==> src/design/pfd_pkg.sv <==
`timescale 1ns / 1ps

package pfd_pkg;

    // Default datapath format
    localparam int DATA_WIDTH_DEF = 32;
    localparam int FRAC_BITS_DEF  = 16;

    // Derivative filter weight: unsigned Q1.16, one is 2^16
    localparam int ALPHA_BITS = 16;
    localparam int ALPHA_W    = 17;
    localparam logic [ALPHA_W-1:0] ALPHA_ONE = 17'h1_0000;

    // Gain terms saturate at +/-2^60; sums are carried at 64 bits
    localparam int TERM_W = 62;
    localparam int SUM_W  = 64;
    localparam logic signed [SUM_W-1:0] TERM_LIM = 64'sh1000_0000_0000_0000;

    // Configuration register indexes
    localparam int CFG_IDX_W = 3;

    typedef enum logic [CFG_IDX_W-1:0] {
        REG_KP         = 3'd0,
        REG_KI_DT      = 3'd1,
        REG_KD_OVER_DT = 3'd2,
        REG_ALPHA      = 3'd3,
        REG_INT_LIMIT  = 3'd4,
        REG_OUT_LIMIT  = 3'd5,
        REG_FF_GAIN    = 3'd6,
        REG_AW_MODE    = 3'd7
    } reg_idx_t;

    // Multiplier operations, also used to tag the writeback of a product
    typedef enum logic [2:0] {
        OP_NONE,
        OP_P,
        OP_FF,
        OP_INC,
        OP_DOLD,
        OP_FILT,
        OP_D
    } op_t;

    typedef enum logic [3:0] {
        ST_IDLE,
        ST_MUL_P,
        ST_MUL_FF,
        ST_MUL_INC,
        ST_MUL_DOLD,
        ST_MUL_FILT,
        ST_UPDATE,
        ST_MUL_D,
        ST_D_WB,
        ST_OUTPUT
    } state_t;

    typedef struct packed {
        op_t  mul_op;
        op_t  wb_op;
        logic load_in;
        logic do_update;
        logic do_output;
    } cmd_t;

    typedef struct packed {
        logic out_free;
    } sts_t;

endpackage

==> src/design/pfd_ctrl.sv <==
`timescale 1ns / 1ps

module pfd_ctrl
    import pfd_pkg::*;
(
    input  logic   clk,
    input  logic   rst_n,
    input  logic   s_tvalid,
    output logic   s_tready,
    output cmd_t   cmd,
    input  sts_t   sts
);

    state_t state_reg;
    state_t state_next;

    // State register
    always_ff @(posedge clk or negedge rst_n)
    begin
        if (!rst_n)
        begin
            state_reg <= ST_IDLE;
        end
        else
        begin
            state_reg <= state_next;
        end
    end

    // Next state: fixed multiply sequence, hold at output until the slot frees
    always_comb
    begin
        state_next = state_reg;
        unique case (state_reg)
            ST_IDLE:
            begin
                if (s_tvalid)
                begin
                    state_next = ST_MUL_P;
                end
            end
            ST_MUL_P:    state_next = ST_MUL_FF;
            ST_MUL_FF:   state_next = ST_MUL_INC;
            ST_MUL_INC:  state_next = ST_MUL_DOLD;
            ST_MUL_DOLD: state_next = ST_MUL_FILT;
            ST_MUL_FILT: state_next = ST_UPDATE;
            ST_UPDATE:   state_next = ST_MUL_D;
            ST_MUL_D:    state_next = ST_D_WB;
            ST_D_WB:     state_next = ST_OUTPUT;
            ST_OUTPUT:
            begin
                if (sts.out_free)
                begin
                    state_next = ST_IDLE;
                end
            end
            default:     state_next = ST_IDLE;
        endcase
    end

    // Commands: each product is written back in the state after its multiply
    always_comb
    begin
        s_tready      = 1'b0;
        cmd.mul_op    = OP_NONE;
        cmd.wb_op     = OP_NONE;
        cmd.load_in   = 1'b0;
        cmd.do_update = 1'b0;
        cmd.do_output = 1'b0;
        unique case (state_reg)
            ST_IDLE:
            begin
                s_tready    = 1'b1;
                cmd.load_in = s_tvalid;
            end
            ST_MUL_P:
            begin
                cmd.mul_op = OP_P;
            end
            ST_MUL_FF:
            begin
                cmd.mul_op = OP_FF;
                cmd.wb_op  = OP_P;
            end
            ST_MUL_INC:
            begin
                cmd.mul_op = OP_INC;
                cmd.wb_op  = OP_FF;
            end
            ST_MUL_DOLD:
            begin
                cmd.mul_op = OP_DOLD;
                cmd.wb_op  = OP_INC;
            end
            ST_MUL_FILT:
            begin
                cmd.mul_op = OP_FILT;
                cmd.wb_op  = OP_DOLD;
            end
            ST_UPDATE:
            begin
                cmd.wb_op     = OP_FILT;
                cmd.do_update = 1'b1;
            end
            ST_MUL_D:
            begin
                cmd.mul_op = OP_D;
            end
            ST_D_WB:
            begin
                cmd.wb_op = OP_D;
            end
            ST_OUTPUT:
            begin
                cmd.do_output = sts.out_free;
            end
            default:
            begin
                s_tready = 1'b0;
            end
        endcase
    end

endmodule

==> config.mk <==
export PLATFORM = sky130hd
export DESIGN_NAME = pfd_ctrl
export DESIGN_NICKNAME = d
export VERILOG_FILES = /design/src/design/pfd_pkg.sv /design/src/design/pfd_ctrl.sv
export SDC_FILE = /design/constraint.sdc
export NUM_CORES = 1
export LEC_CHECK = 0
export BUFFER_PORTS_ARGS = -buffer_cell sky130_fd_sc_hd__buf_2
export CAP_MARGIN = 15
export CORE_AREA = 10 10 47 49
export CTS_CLUSTER_SIZE = 20
export DETAILED_ROUTE_END_ITERATION = 10
export DIE_AREA = 0 0 57 59
export PLACE_DENSITY = 0.54
export SYNTH_ARGS = -nofsm -noshare
export SYNTH_HDL_FRONTEND = slang
export SYNTH_SLANG_ARGS = --single-unit
export TNS_END_PERCENT = 100
==> constraint.sdc <==
create_clock -name clk -period 1.1 [get_ports clk]
set_clock_uncertainty 0.05 [all_clocks]
set_input_delay 0.055 -clock clk [delete_from_list [all_inputs] [get_ports clk]]
set_output_delay 0.055 -clock clk [all_outputs]
set_load 0.01 [all_outputs]
==> metrics.cfg <==
[floorplan]
fp.dieW_um = 57
placementRows = 14
core_um2 = 1400
die_area_um2 = 3360
pin_count = 14
fp.dieH_um = 59
start_util = 0.254

[synthesis]
syn_inst = 40
ys_warn_count = 0
seq_area_frac_synth = 0.281
synth_nets = 44
ys_seq_elements = 4
synth_area_um2 = 357
syn_avg_cell_area_um2 = 8.91
synth_cell_type_count = 26

[clock_network]
cts_sinks = 4
clkTransAtPathRegs_ns = 0.03
cts_made_buffers = 3
cts_root_buffer = clkbuf_4
clock_latency_ns = 0.24
clockBufferDepth = 2
cts_tree = yes
htreeDepth = 1

[routing]
num_vias = 421
route.detailed.drc = 0
drt_pass1_iterations = 3
wire_per_inst_um = 13.6
drtIter0Drc = 3
ant_nets = 0
via_per_inst = 4.78
routed_wl_um = 1200

[sta]
rsz0062_at_grt = yes
finalCritPeriodShare = 1.31
fin_ws_ns = -0.342
finalMaxSlewViolations = 0
relSlewSlack = 0.855
period_minus_slack_ns = 1.44
finalHoldViolations = 0
fmax_mhz = 693
tightest_slew_ns = 0.215
finalSetupViolations = 14

[worst_setup_path]
end_kind = output port
worstSetupPathType = reg2out
r2r_cells = 5
path_max_fanout = 6
start_kind = register
cp_data_required_time_ns = 1.00
arrival_ns = 1.34

[final_layout]
num-nets-final = 78
syn2layout_area_growth_pct = 104
stdcell_area_um2 = 726
fin_cells = 88
drive_gt1_frac = 0.750
insertedDiodeCount = 0
largest_reg_flops = 4

[worst_hold_path]
hold_depth = 3
hp-class = in2reg

[place]
dp_hpwl_um = 749
port_buffers = 13
placed_area_um2 = 493
placed_cells = 74
place.gp.congestion = 0.763

[global_routing]
track_usage = 0.0689
gr-total-overflow = 0
grt_max_degree = 8
grt_pass1_vias = 422
grt_pass1_wl_um = 1860
antenna_found_initial = 0

[power_and_ir_drop]
power_density_nw_per_um2 = 3440
p_leak_nw = 0.333
vdd_drop_max_uv = 1640

[status]
violations = negative setup slack
outcome = finished, violations left

[run]
max_cap_viol_count = 0

logic make-up (layout without fill, tap and decap cells):
family,after synthesis,count (layout),share of synthesized area
buffers and inverters,6,38,0.116
flip-flops,4,4,0.281
AO/OA/AOI/OAI,9,9,0.204
AND/OR/NAND/NOR,19,19,0.351
XOR/XNOR,2,2,0.0491
critical path, stage by stage (launching register included):
cell	delay (ns)
dfrtp_2	0.43
buf_4	0.18
nor4_4	0.22
and2_4	0.18
buf_6	0.09
where the power goes:
part	total (mW)	switching, mW	internal, mW
Clock	0.182	0.0598	0.122
Combinational	1.94	0.833	1.11
Sequential	0.375	0.143	0.233
Total	2.50	1.04	1.46
final cells by class:
cell class	instances	area [µm²]
fillers	133	676
multi-input cells	30	303
repair buffers	33	269
flip-flops and latches	4	104
clock buffers	3	22.5
well taps	16	20.0
inverters	2	7.51
cells in the mapped netlist:
library cell / n / area [µm²]
nor4b_1: 1 / 8.76
xnor2_1: 1 / 8.76
o2bb2ai_1: 1 / 8.76
nor2b_1: 1 / 6.26
a211oi_1: 2 / 15.0
and2_1: 2 / 12.5
o22ai_1: 1 / 6.26
nand2b_1: 2 / 12.5
or2_0: 1 / 6.26
or3b_1: 1 / 8.76
nor3_1: 1 / 5.00
buf_4: 3 / 22.5
nor4bb_1: 2 / 20.0
a21oi_1: 2 / 10.0
xor2_1: 1 / 8.76
a21bo_1: 1 / 10.0
dfrtp_1: 4 / 100
o21a_1: 1 / 7.51
nor4_2: 1 / 12.5
nand2_1: 1 / 3.75
nand3b_1: 1 / 7.51
a221oi_2: 1 / 15.0
buf_6: 1 / 11.3
nor2_1: 4 / 15.0
inv_1: 2 / 7.51
or3_1: 1 / 6.26
per-layer routing:
metal	vias to the layer above	wire length (µm)	track usage
met3	0	43	0.0343
met5	-	0	0
li1	207	-	-
met2	8	669	0.115
met1	206	483	0.0753
met4	0	0	0.0201
layout by cell type, fill, tap and decap left out:
cell           netlist  routed
nor2b_1              1       1
or3b_1               1       1
nand2b_4             0       1
or3_1                1       1
a21oi_2              0       2
inv_2                0       1
nor4bb_4             0       1
nor2_1               4       1
nand3b_1             1       1
buf_2                0      12
or2_0                1       1
nor2_2               0       1
nor4_4               0       1
and2_1               2       1
nand2b_1             2       1
and2_4               0       1
clkbuf_4             0       3
buf_4                3       7
buf_6                1      13
dfrtp_2              0       3
o22ai_1              1       1
dlygate4sd3_1        0       1
a221oi_2             1       1
nor4b_2              0       1
nor3_2               0       1
nor2_4               0       2
a21bo_1              1       1
nor4bb_1             2       1
o21a_1               1       1
xnor2_2              0       1
nand2_1              1       1
xor2_1               1       1
o2bb2ai_1            1       1
dfrtp_1              4       1
inv_1                2       1
a211oi_2             0       2
stage by stage:
| stage | worst slack [ns] | power (mW) | utilization | hold WS (ns) | setup TNS, ns |
|---|---|---|---|---|---|
| after floorplan | -0.0662 | 1.15 | - | -0.291 | -0.137 |
| after global placement | -0.116 | 1.58 | 0.352 | -0.189 | -0.541 |
| after detailed placement | -0.122 | 1.59 | 0.352 | -0.187 | -0.571 |
| after CTS | -0.350 | 2.22 | 0.464 | 0.0593 | -3.00 |
| after global routing | -0.402 | 2.68 | 0.518 | 0.0762 | -3.86 |
| final | -0.342 | 2.50 | 0.518 | 0.0623 | -3.01 |
path summary, 6_finish.rpt:
kind                                               start                  endpoint  slack, ns
min in group asynchronous                          rst_n  state_reg[1]$_DFFE_PN0P_       0.10
worst min register to register  state_reg[1]$_DFFE_PN0P_  state_reg[3]$_DFFE_PN0P_       0.63
max in group asynchronous                          rst_n  state_reg[0]$_DFFE_PN0P_       0.77
worst min-delay path                                 sts  state_reg[0]$_DFFE_PN0P_       0.06
worst max register to register  state_reg[3]$_DFFE_PN0P_  state_reg[0]$_DFFE_PN0P_      -0.14
worst max-delay path            state_reg[2]$_DFFE_PN0P_                    cmd[2]      -0.34
what timing repair did:
action | 4_1_cts | 5_1_grt
pin swaps | 6 | 0
hold buffers | 1 | 0
buffers inserted | 7 | 3
endpoints found under the setup margin | 13 | 14
gates resized for setup | 18 | 13
endpoints found under the hold margin | 4 | 0
(Power assumes the default switching activity.)
